===== src/hw/rtl/rlt_pkg.sv =====
// ----------------------------------------------------------------------------
// rlt_pkg: shared types and constants of the rule line tokenizer
// Character codes, result kinds, status codes, the parser flag set and the result item.
// ----------------------------------------------------------------------------
package rlt_pkg;

  // Result kinds.
  localparam logic [1:0] KIND_NAME    = 2'd0;
  localparam logic [1:0] KIND_COMMAND = 2'd1;
  localparam logic [1:0] KIND_END     = 2'd2;

  // Record end status codes.
  localparam logic [1:0] STATUS_OK        = 2'd0;
  localparam logic [1:0] STATUS_MALFORMED = 2'd1;
  localparam logic [1:0] STATUS_EOI       = 2'd2;

  // Characters that the rules look for.
  localparam logic [7:0] CH_SEMI   = 8'h3B;
  localparam logic [7:0] CH_HASH   = 8'h23;
  localparam logic [7:0] CH_DASH   = 8'h2D;
  localparam logic [7:0] CH_GT     = 8'h3E;
  localparam logic [7:0] CH_NL     = 8'h0A;
  localparam logic [7:0] CH_QUOTE  = 8'h27;
  localparam logic [7:0] CH_BSLASH = 8'h5C;
  localparam logic [7:0] CH_SPACE  = 8'h20;
  localparam logic [7:0] CH_TAB    = 8'h09;

  // Single-bit parser flags.
  typedef struct packed {
    logic command_side;
    logic escape_pending;
    logic in_comment;
    logic in_quote;
    logic arrow_started;
    logic malformed;
  } flags_t;

  // One result item.
  typedef struct packed {
    logic [1:0] kind;
    logic [7:0] char_out;
    logic [1:0] status;
  } result_t;

endpackage


===== src/hw/rtl/rlt_if.sv =====
// ----------------------------------------------------------------------------
// rlt_if: request channels of the rule line tokenizer
// Input channel carries one character or an end mark; output channel one token.
// ----------------------------------------------------------------------------
interface rlt_in_if;
  logic       valid;
  logic       ready;
  logic [7:0] byte_in;
  logic       end_of_input;

  modport source (output valid, output byte_in, output end_of_input, input ready);
  modport sink (input valid, input byte_in, input end_of_input, output ready);
endinterface

interface rlt_out_if;
  logic       valid;
  logic       ready;
  logic [1:0] kind;
  logic [7:0] char_out;
  logic [1:0] status;

  modport source (output valid, output kind, output char_out, output status, input ready);
  modport sink (input valid, input kind, input char_out, input status, output ready);
endinterface


===== src/hw/rtl/rlt_rules.sv =====
// ----------------------------------------------------------------------------
// rlt_rules: per-character rule evaluation
// Computes the next parser state and the optional result for one character.
// ----------------------------------------------------------------------------
module rlt_rules #(
  parameter int NAME_LIMIT    = 24,
  parameter int COMMAND_LIMIT = 2048
) (
  input  logic [7:0]                         byte_in,
  input  logic                               end_of_input,
  input  rlt_pkg::flags_t                    flags,
  input  logic [$clog2(NAME_LIMIT)-1:0]      name_length,
  input  logic [$clog2(COMMAND_LIMIT)-1:0]   command_length,
  output rlt_pkg::flags_t                    flags_next,
  output logic [$clog2(NAME_LIMIT)-1:0]      name_length_next,
  output logic [$clog2(COMMAND_LIMIT)-1:0]   command_length_next,
  output logic                               emit,
  output rlt_pkg::result_t                   result
);

  localparam int NW = $clog2(NAME_LIMIT);
  localparam int CW = $clog2(COMMAND_LIMIT);
  localparam logic [NW-1:0] NAME_MAX    = NW'(NAME_LIMIT - 1);
  localparam logic [CW-1:0] COMMAND_MAX = CW'(COMMAND_LIMIT - 1);

  logic clear_escape;
  logic is_blank;

  assign is_blank = (byte_in == rlt_pkg::CH_SPACE) || (byte_in == rlt_pkg::CH_TAB);

  always_comb begin
    flags_next          = flags;
    name_length_next    = name_length;
    command_length_next = command_length;
    emit                = 1'b0;
    result              = '{kind: rlt_pkg::KIND_END, char_out: 8'd0,
                            status: rlt_pkg::STATUS_OK};
    clear_escape        = 1'b0;

    priority if (end_of_input) begin
      flags_next          = '0;
      name_length_next    = '0;
      command_length_next = '0;
      emit                = 1'b1;
      result.status       = rlt_pkg::STATUS_EOI;
    end else if (byte_in == rlt_pkg::CH_SEMI) begin
      flags_next          = '0;
      name_length_next    = '0;
      command_length_next = '0;
      emit                = 1'b1;
      result.status       = flags.malformed ? rlt_pkg::STATUS_MALFORMED
                                            : rlt_pkg::STATUS_OK;
    end else if (flags.malformed) begin
      // Everything up to the semicolon is dropped.
    end else begin
      clear_escape = 1'b1;
      priority if (byte_in == rlt_pkg::CH_NL) begin
        flags_next.in_comment = 1'b0;
        if (flags.in_quote) begin
          flags_next.malformed = 1'b1;
        end
      end else if (flags.in_comment) begin
        clear_escape = 1'b0;
      end else if (byte_in == rlt_pkg::CH_BSLASH) begin
        flags_next.escape_pending = 1'b1;
        clear_escape              = 1'b0;
      end else if (byte_in == rlt_pkg::CH_QUOTE && !flags.escape_pending) begin
        flags_next.in_quote = !flags.in_quote;
      end else if (!flags.in_quote && byte_in == rlt_pkg::CH_HASH) begin
        flags_next.in_comment = 1'b1;
      end else if (!flags.in_quote && !flags.arrow_started && is_blank) begin
        clear_escape = 1'b0;
      end else if (flags.in_quote && !flags.command_side && name_length < NAME_MAX) begin
        name_length_next = name_length + NW'(1);
        emit             = 1'b1;
        result           = '{kind: rlt_pkg::KIND_NAME, char_out: byte_in,
                             status: rlt_pkg::STATUS_OK};
      end else if (byte_in == rlt_pkg::CH_DASH && !flags.in_quote) begin
        flags_next.arrow_started = 1'b1;
      end else if (flags.arrow_started && byte_in == rlt_pkg::CH_GT &&
                   !flags.command_side && name_length != '0) begin
        flags_next.command_side  = 1'b1;
        flags_next.arrow_started = 1'b0;
      end else if (flags.in_quote && flags.command_side &&
                   command_length < COMMAND_MAX) begin
        command_length_next = command_length + CW'(1);
        emit                = 1'b1;
        result              = '{kind: rlt_pkg::KIND_COMMAND, char_out: byte_in,
                                status: rlt_pkg::STATUS_OK};
      end else begin
        flags_next.malformed = 1'b1;
      end
      if (clear_escape) begin
        flags_next.escape_pending = 1'b0;
      end
    end
  end

endmodule


===== src/hw/rtl/rule_line_tokenizer_top.sv =====
// ----------------------------------------------------------------------------
// rule_line_tokenizer_top: byte-serial parser for 'name' -> 'command'; records
// Registers each character, applies the parsing rules and emits tokens.
// ----------------------------------------------------------------------------
//
//   Channel    Dir  Payload                          Request meaning
//   char_in    in   byte_in[7:0], end_of_input       one character or end mark
//   token_out  out  kind[1:0], char_out[7:0],        name/command character or
//                   status[1:0]                      record end with status
//
// One request per cycle is taken in steady state while tokens are taken.
// A character is captured in the input register when it is accepted, the rule
// logic evaluates it there, and its token (if any) is loaded into the result
// register when the rule stage advances; the token is visible from the result
// register.
// The parser state (flags and both length counters) is updated in the same
// cycle as the result register, which keeps consecutive characters in order.
// When the result register holds a token that is not taken, the pipeline
// stalls as a whole; the input register still accepts while it is empty.
// Reset (rst, synchronous, active high) clears the parser state and both
// valid bits; no clearing pass is needed.
module rule_line_tokenizer_top #(
  parameter int NAME_LIMIT    = 24,
  parameter int COMMAND_LIMIT = 2048
) (
  input logic         clk,
  input logic         rst,
  rlt_in_if.sink      char_in,
  rlt_out_if.source   token_out
);

  localparam int NW = $clog2(NAME_LIMIT);
  localparam int CW = $clog2(COMMAND_LIMIT);

  // Input register.
  logic       in_valid;
  logic [7:0] in_byte;
  logic       in_eoi;

  // Parser state.
  rlt_pkg::flags_t flags;
  rlt_pkg::flags_t flags_next;
  logic [NW-1:0]   name_length;
  logic [NW-1:0]   name_length_next;
  logic [CW-1:0]   command_length;
  logic [CW-1:0]   command_length_next;

  // Result register.
  logic             res_valid;
  rlt_pkg::result_t res;
  rlt_pkg::result_t res_next;
  logic             emit;

  // The rule stage moves forward whenever the result register is free or is
  // being drained this cycle.
  logic advance;

  assign advance       = !res_valid || token_out.ready;
  assign char_in.ready = !in_valid || advance;

  rlt_rules #(
    .NAME_LIMIT    (NAME_LIMIT),
    .COMMAND_LIMIT (COMMAND_LIMIT)
  ) u_rules (
    .byte_in             (in_byte),
    .end_of_input        (in_eoi),
    .flags               (flags),
    .name_length         (name_length),
    .command_length      (command_length),
    .flags_next          (flags_next),
    .name_length_next    (name_length_next),
    .command_length_next (command_length_next),
    .emit                (emit),
    .result              (res_next)
  );

  // Input register: payload needs no reset.
  always_ff @(posedge clk) begin
    if (rst) begin
      in_valid <= 1'b0;
    end else if (char_in.ready) begin
      in_valid <= char_in.valid;
    end
    if (char_in.ready && char_in.valid) begin
      in_byte <= char_in.byte_in;
      in_eoi  <= char_in.end_of_input;
    end
  end

  // Parser state and result register.
  always_ff @(posedge clk) begin
    if (rst) begin
      flags          <= '0;
      name_length    <= '0;
      command_length <= '0;
      res_valid      <= 1'b0;
    end else if (advance) begin
      res_valid <= in_valid && emit;
      if (in_valid) begin
        flags          <= flags_next;
        name_length    <= name_length_next;
        command_length <= command_length_next;
      end
    end
    if (advance && in_valid && emit) begin
      res <= res_next;
    end
  end

  assign token_out.valid    = res_valid;
  assign token_out.kind     = res.kind;
  assign token_out.char_out = res.char_out;
  assign token_out.status   = res.status;

  // The command side is only entered after a non-empty name.
  a_side_needs_name: assert property (@(posedge clk) disable iff (rst)
    flags.command_side |-> (name_length != '0))
    else $error("command side reached with an empty name");

  // A comment can only open outside a quote, and a quote cannot open in it.
  a_comment_not_quoted: assert property (@(posedge clk) disable iff (rst)
    flags.in_comment |-> !flags.in_quote)
    else $error("comment and quote active together");

  // Character tokens carry an ok status; record ends carry no character.
  a_token_shape: assert property (@(posedge clk) disable iff (rst)
    token_out.valid |->
      ((token_out.kind == rlt_pkg::KIND_END && token_out.char_out == 8'd0) ||
       ((token_out.kind == rlt_pkg::KIND_NAME || token_out.kind == rlt_pkg::KIND_COMMAND) &&
        token_out.status == rlt_pkg::STATUS_OK)))
    else $error("malformed token on output");

  // A held token must not change while it waits.
  a_hold_result: assert property (@(posedge clk) disable iff (rst)
    (token_out.valid && !token_out.ready) |=> (token_out.valid && $stable(res)))
    else $error("stalled token changed");

endmodule

===== src/flat_wrapper.sv =====
// flat-port wrapper written by rule: the top's interface ports become plain ports
module rule_line_tokenizer_top_flat 
#(
  parameter int NAME_LIMIT    = 24,
  parameter int COMMAND_LIMIT = 2048
)
  (clk, rst, char_in_valid, char_in_byte_in, char_in_end_of_input, char_in_ready, token_out_valid, token_out_kind, token_out_char_out, token_out_status, token_out_ready);
  rlt_in_if char_in_i ();
  rlt_out_if token_out_i ();
  input logic clk;
  input logic rst;
  input wire logic [$bits(char_in_i.valid)-1:0] char_in_valid;
  input wire logic [$bits(char_in_i.byte_in)-1:0] char_in_byte_in;
  input wire logic [$bits(char_in_i.end_of_input)-1:0] char_in_end_of_input;
  output wire logic [$bits(char_in_i.ready)-1:0] char_in_ready;
  output wire logic [$bits(token_out_i.valid)-1:0] token_out_valid;
  output wire logic [$bits(token_out_i.kind)-1:0] token_out_kind;
  output wire logic [$bits(token_out_i.char_out)-1:0] token_out_char_out;
  output wire logic [$bits(token_out_i.status)-1:0] token_out_status;
  input wire logic [$bits(token_out_i.ready)-1:0] token_out_ready;
  assign char_in_i.valid = char_in_valid;
  assign char_in_i.byte_in = char_in_byte_in;
  assign char_in_i.end_of_input = char_in_end_of_input;
  assign char_in_ready = char_in_i.ready;
  assign token_out_valid = token_out_i.valid;
  assign token_out_kind = token_out_i.kind;
  assign token_out_char_out = token_out_i.char_out;
  assign token_out_status = token_out_i.status;
  assign token_out_i.ready = token_out_ready;
  rule_line_tokenizer_top #(.NAME_LIMIT(NAME_LIMIT), .COMMAND_LIMIT(COMMAND_LIMIT)) u_core (.clk(clk), .rst(rst), .char_in(char_in_i), .token_out(token_out_i));
endmodule

===== config.mk =====
export PLATFORM = sky130hd
export DESIGN_NAME = rule_line_tokenizer_top_flat
export DESIGN_NICKNAME = d
export VERILOG_FILES = /design/src/hw/rtl/rlt_pkg.sv /design/src/hw/rtl/rlt_if.sv /design/src/hw/rtl/rlt_rules.sv /design/src/hw/rtl/rule_line_tokenizer_top.sv /design/src/flat_wrapper.sv
export SDC_FILE = /design/constraint.sdc
export NUM_CORES = 1
export LEC_CHECK = 0
export CORE_ASPECT_RATIO = 1.75
export CORE_MARGIN = 2
export CORE_UTILIZATION = 25
export CTS_CLUSTER_DIAMETER = 100
export CTS_CLUSTER_SIZE = 20
export DETAILED_ROUTE_END_ITERATION = 8
export DONT_BUFFER_PORTS = 1
export GPL_TIMING_DRIVEN = 0
export PLACE_DENSITY_LB_ADDON = 0.05
export SLEW_MARGIN = 20
export SYNTH_ARGS = -nofsm -noshare
export SYNTH_HDL_FRONTEND = slang
export SYNTH_SLANG_ARGS = --single-unit

===== constraint.sdc =====
create_clock -name clk -period 2.6 [get_ports clk]
set_input_delay 0.26 -clock clk [delete_from_list [all_inputs] [get_ports clk]]
set_output_delay 0.26 -clock clk [all_outputs]
set_load 0.05 [all_outputs]

Yosys cells after proc, flatten, opt, wreduce, memory -nomap -nowiden

Index checks and enable logic that the tools add are counted.

Register bits after elaboration: 45

$add $sub $neg: 2
Magnitude comparators: 2
Eq/ne operators: 21
Mux-type cells: 89
Reductions and logical operators: 42

Operator list:

| operator              | number |
|---|---|
| $mux 11               | 13 |
| $mux 5                | 10 |
| $eq 8x6->1 const B    | 6 |
| $mux 12               | 4 |
| $mux 1                | 43 |
| $ne 3x2->1 const B    | 10 |
| $mux 2                | 14 |
| $mux 6                | 4 |
| $eq 8x4->1 const B    | 2 |
| $logic_and 1x1->1     | 16 |
| $reduce_and 13->1     | 1 |
| $reduce_and 12->1     | 1 |
| $reduce_bool 3->1     | 4 |
| $reduce_or 12->1      | 1 |
| $add 11x1->11 const B | 1 |
| $lt 11x11->1 const B  | 1 |
| $reduce_and 11->1     | 1 |
| $reduce_and 10->1     | 1 |
| $reduce_or 9->1       | 1 |
| $eq 8x7->1 const B    | 1 |
| $reduce_bool 4->1     | 2 |
| $reduce_and 7->1      | 1 |
| $logic_not 1->1       | 6 |
| $reduce_and 6->1      | 1 |
| other kinds (9)       | 11 |

Logic depth before layout (Yosys ltp)

Depth after elaboration: 17
Gate-level depth with buffers: 8
Gate-level depth less buffers: 7

Cells and area by module

Synthesis repeated with hierarchy kept, for this count alone.

Cell total of the unflattened synthesis: 291
Area total of the unflattened synthesis: 2763.9 µm²

By module, submodules not included:

| module                  | times used | cells an instance | area each (µm²) | sequential area each (µm²) |
|---|---|---|---|---|
| rule_line_tokenizer_top | 1          | 129               | 1735.4          | 1111.1 |
| rlt_rules               | 1          | 162               | 1028.5          | 0.0 |

Worst setup path after synthesis

Ideal clock, no wire load.

Kind: flip-flop to flip-flop
Start: reg u_core.in_byte[6]
End: reg u_core.res (netlist bit u_core.token_out.char_out[0]), data pin
Arrival: 1911 ps
Required time: 2345 ps
Setup slack: 434 ps
Stages on the path, launching flop included: 8
Cell sequence: edfxtp_1 > or3b_4 > o41ai_2 > buf_2 > nor2_1 > and4_1 > clkbuf_1 > and2_1

Word-level cells in the longest chain between the ends: 7

RTL lines:

| element                         | line                           | text |
|---|---|---|
| start: declaration              | rule_line_tokenizer_top.sv:37  | `logic [7:0] in_byte;` |
| start signal: assignment        | rule_line_tokenizer_top.sv:85  | `in_byte <= char_in.byte_in;` |
| $eq 8x6->1                      | rlt_rules.sv:80                | `end else if (flags.arrow_started && byte_in == rlt_pkg::CH_GT &&` |
| $logic_and 1x1->1 (2 in series) | rlt_rules.sv:80                |  |
| $logic_and 1x1->1               | rlt_rules.sv:81                | `!flags.command_side && name_length != '0) begin` |
| $mux 12                         | rlt_rules.sv:80                |  |
| $mux 12                         | rlt_rules.sv:78                | `end else if (byte_in == rlt_pkg::CH_DASH && !flags.in_quote) begin` |
| $mux 12                         | rlt_rules.sv:73                | `end else if (flags.in_quote && !flags.command_side && name_length < NAME_MAX) begin` |
| end signal: assignment          | rule_line_tokenizer_top.sv:106 | `res <= res_next;` |
| end: declaration                | rule_line_tokenizer_top.sv:50  | `rlt_pkg::result_t res;` |

Several ways; a longest one is shown, not always the timed one.
A chain may end at the register's enable or synchronous reset.

Worst setup path after layout

Start: reg u_core.in_byte[7]
End: reg u_core.command_length[0]

Word-level cells in the longest chain between the ends: 6

RTL lines:

| element                         | line                           | text |
|---|---|---|
| $eq 8x6->1                      | rlt_rules.sv:80                |  |
| $logic_and 1x1->1 (2 in series) | rlt_rules.sv:80                |  |
| $logic_and 1x1->1               | rlt_rules.sv:81                |  |
| $ne 3x2->1 (no line)            | -                              |  |
| $reduce_and 13->1 (no line)     | -                              |  |
| end signal: assignment          | rule_line_tokenizer_top.sv:102 | `command_length <= command_length_next;` |
| end: declaration                | rule_line_tokenizer_top.sv:45  | `logic [CW-1:0] command_length;` |

Several ways; a longest one is shown, not always the timed one.

==> impl_results.rst <==
.. list-table::
   :header-rows: 1

   * - Metric
     - Value
   * - Result of the run
     - completed
   * - Global-route wire length before repair
     - roughly 12000 um
   * - Max capacitance violation total
     - 0
   * - F_max
     - around 0.4 GHz
   * - EDFF count, synth
     - 21
   * - Maximum single-stage delay on the critical path
     - 0.48 ns
   * - Cell area after technology mapping
     - roughly 0.0023 sq mm
   * - Layout cells sized above 1
     - about an eighth
   * - Post-layout util
     - 30.7%
   * - Global route overflow
     - 0
   * - Area taken by flip-flops and latches
     - roughly 0.0011 sq mm
   * - Number of distinct library cells after synthesis
     - 52
   * - Worst EP required
     - ~2.8 ns
   * - Final cell count without fillers
     - roughly 380
   * - Num ports
     - 27
   * - HPWL after detailed placement
     - roughly 5400 um
   * - Crit path top cell by count
     - sky130_fd_sc_hd__buf_2
   * - Final Hold Fails
     - 0
   * - Clock tree from TritonCTS
     - built
   * - Worst setup SP type
     - flip-flop
   * - Share of async-settable or async-resettable flops after synthesis
     - 0%
   * - Die W
     - around 77 um
   * - Commonest register cell after synthesis
     - sky130_fd_sc_hd__dfxtp_1
   * - Area of the multi-input gates
     - roughly 0.0012 sq mm
   * - Leak
     - between 0.8 and 0.9 nW
   * - CTS root buf
     - sky130_fd_sc_hd__clkbuf_16
   * - Worst path buffer plus inverter count
     - 3
   * - Most frequent cells in the layout
     - sky130_fd_sc_hd__dfxtp_1, sky130_fd_sc_hd__edfxtp_1, sky130_fd_sc_hd__a21oi_1
   * - Cell breakdown of the critical path
     - buf_4, nor3b_2, nand3_1, a32oi_2, buf_2, buf_2, o211ai_1, a21oi_1
   * - Die area
     - slightly above 0.01 sq mm
   * - Initial antenna violation count
     - 0
   * - Finish-stage setup viols
     - 0
   * - Most common library cell in the layout ignoring fill and taps
     - sky130_fd_sc_hd__dfxtp_1
   * - FILL cells
     - just under 1k
   * - Pre-CTS WS
     - -0.259 ns
   * - Vias
     - 2035
   * - Number of register bits inferred by synthesis
     - 45
   * - Clock-pin slew on the worst setup and hold paths
     - about 0.060 ns
   * - Data arrival, critical path
     - ~2.7 ns
   * - ANT cells
     - 0
   * - Largest driver fanout on the critical path
     - 10
   * - Part of the cycle the worst path needs
     - a little over nine tenths
   * - Worst Path Class, Setup
     - flip-flop to flip-flop
   * - Routed wire length
     - about 7300 um
   * - Cell family contributing the most delay on the critical path
     - buffers and inverters
   * - Actual slew at the worst max-slew pin
     - 0.646 ns
   * - Minimum clock period
     - roughly 2.5 ns
   * - Starting utilization of the core area
     - around 26%
   * - Die Span Y
     - ~130 um
   * - Setup skew after layout
     - 0.00480 ns
   * - Layout-stage area growth over the synthesis result
     - 19.6%
   * - Yosys warns
     - 0
   * - Slew margin rel.
     - a little under three fifths
   * - Number of rows in the core area
     - between 40 and 50
   * - Power per unit of standard cell area
     - 582 mW/mm^2
   * - Power, Total
     - 1.63 mW
   * - Count of pins over their slew limit
     - 0
   * - Pin count of the biggest net entering global routing
     - 15
   * - Total DRC errors in the routed layout
     - 0
   * - Sequential fraction of the synthesis area
     - 47.6%
   * - Worst-case hold slack
     - 0.0593 ns
   * - Critical Path End Type
     - flip-flop
   * - Initial DRT Pass Iterations
     - 5
   * - Starting DRT DRC Count
     - 88
   * - Number of levels the H-tree was split into
     - 2
   * - Overall global routing resource usage
     - 15.1%
   * - Final setup margin
     - ~0.15 ns
   * - Final weighted congestion in routability-driven placement
     - roughly 0.74
   * - Mean post-synth cell area
     - between 9 and 10 sq um
   * - Core area
     - approximately 0.009 sq mm
   * - Number of nets with antenna violations after detailed routing
     - 0
   * - Worst skew pair latency
     - 0.29 ns
   * - Net count after synthesis
     - 256
   * - Count of placed standard cells including taps
     - 360
   * - Routed wirelength normalized by instance count
     - around 19 um
   * - Port-buffer cells
     - 0
   * - Path type of the worst min-delay path
     - input pin to flip-flop
   * - Library cell contributing the largest single delay on the critical path
     - sky130_fd_sc_hd__edfxtp_1
   * - Via count of the first global-routing pass
     - approximately 2.1k
   * - Maximum number of buffers from clock root to sink
     - 2
   * - Number of buffers added by the clock tree synthesis step
     - 5
   * - Maximum vdd drop
     - 253 uV
   * - Net total in the final layout
     - around 270
   * - Synthesized instance count
     - 240
   * - Mean number of vias per cell
     - approximately 5.4
   * - Number of clock sinks
     - 45
==> flip-flops by register name (all words and copies together), names as in the netlist <==
signal                     flops
u_core.name_length             5
u_core.flags                   6
u_core.token_out.kind          2
u_core.command_length         11
u_core.token_out.valid         1
u_core.token_out.char_out      8
u_core.token_out.status        2
u_core.in_eoi                  1
u_core.in_byte                 8
u_core.in_valid                1
==> area by class of cell <==
cell class	instances	area share [%]
plain buffers	10	1.66
well taps	120	5.37
clock inverters	3	1.48
inverters	11	1.48
flip-flops and latches	45	39.8
clock buffers	5	4.48
repair buffers	8	2.15
multi-input cells	174	43.6
==> what timing repair did <==
item / in CTS / in global routing
setup buffers: 0 / 8
hold buffers: 0 / 0
setup endpoints to repair: 33 / 33
pin swaps: 1 / 1
resized for setup: 2 / 13
==> worst paths after layout <==
kind	startpoint	slack [ns]	depth (start not counted)	end
max reg2reg	u_core.in_byte[7]	0.15	8	u_core.command_length[0]
min reg2reg	u_core.in_eoi	0.46	0	u_core.token_out.status[1]
max	u_core.in_byte[7]	0.15	8	u_core.command_length[0]
min	char_in_byte_in[1]	0.06	0	u_core.in_byte[1]
==> routing by layer <==
layer | global-route usage (%) | vias up | part of all wire, %
met2 | 30.3 | 54 | 59
met5 | 0 | - | 0
met4 | 5.36 | 0 | 1.8
met1 | 15.2 | 1000 | 37
li1 | - | 974 | -
met3 | 2.19 | 7 | 2.4
==> Yosys cell counts (2+ instances only) <==
master / n / area share, %
sky130_fd_sc_hd__a211oi_1: 2 / 0.64
sky130_fd_sc_hd__a21oi_1: 18 / 3.9
sky130_fd_sc_hd__a31oi_1: 6 / 1.6
sky130_fd_sc_hd__a41oi_1: 3 / 1.1
sky130_fd_sc_hd__and2_1: 10 / 2.7
sky130_fd_sc_hd__and3_1: 4 / 1.1
sky130_fd_sc_hd__and4_1: 4 / 1.5
sky130_fd_sc_hd__buf_2: 4 / 0.86
sky130_fd_sc_hd__clkbuf_1: 6 / 0.96
sky130_fd_sc_hd__dfxtp_1: 24 / 21
sky130_fd_sc_hd__edfxtp_1: 21 / 27
sky130_fd_sc_hd__ha_1: 3 / 1.6
sky130_fd_sc_hd__inv_1: 11 / 1.8
sky130_fd_sc_hd__mux2i_1: 2 / 0.86
sky130_fd_sc_hd__nand2_1: 15 / 2.4
sky130_fd_sc_hd__nand2b_1: 3 / 0.80
sky130_fd_sc_hd__nand3_1: 17 / 3.6
sky130_fd_sc_hd__nand4_1: 10 / 2.7
sky130_fd_sc_hd__nor2_1: 10 / 1.6
sky130_fd_sc_hd__nor2b_1: 4 / 1.1
sky130_fd_sc_hd__nor3_1: 5 / 1.1
sky130_fd_sc_hd__nor3b_1: 2 / 0.64
sky130_fd_sc_hd__nor4_1: 5 / 1.3
sky130_fd_sc_hd__nor4b_1: 2 / 0.75
sky130_fd_sc_hd__o2111ai_1: 2 / 0.75
sky130_fd_sc_hd__o211ai_1: 3 / 0.96
sky130_fd_sc_hd__o21ai_0: 2 / 0.43
sky130_fd_sc_hd__o311ai_0: 2 / 0.75
sky130_fd_sc_hd__o31ai_1: 6 / 1.9
sky130_fd_sc_hd__o41ai_1: 2 / 0.75
sky130_fd_sc_hd__or2_2: 2 / 0.54
sky130_fd_sc_hd__or3_1: 3 / 0.80
sky130_fd_sc_hd__or4_1: 7 / 2.2
sky130_fd_sc_hd__or4b_1: 2 / 0.86
==> power by group <==
group | total (mW) | switching [mW] | leakage, nW | internal [mW]
registers | 0.785 | 0.0287 | 0.402 | 0.756
clock network | 0.730 | 0.280 | 0.0775 | 0.450
logic | 0.111 | 0.0746 | 0.410 | 0.0366
total | 1.63 | 0.383 | 0.890 | 1.24
==> cells by family after synthesis <==
family / share of synthesized area, %
adder cells (fa/ha/maj): 1.61
flip-flops: 47.6
AND/OR/NAND/NOR: 28.7
multiplexers: 0.857
AO/OA/AOI/OAI: 17.7
buffers and inverters: 3.59
==> stage by stage <==
step	TNS, ns	instance area [sq um]
3_3_place_gp	-6.30	2490
6_report	0	2790
5_1_grt	-0.00730	2790
2_1_floorplan	0	2340
4_1_cts	0	2660
3_5_place_dp	-6.20	2490
(Power assumes the default switching activity.)
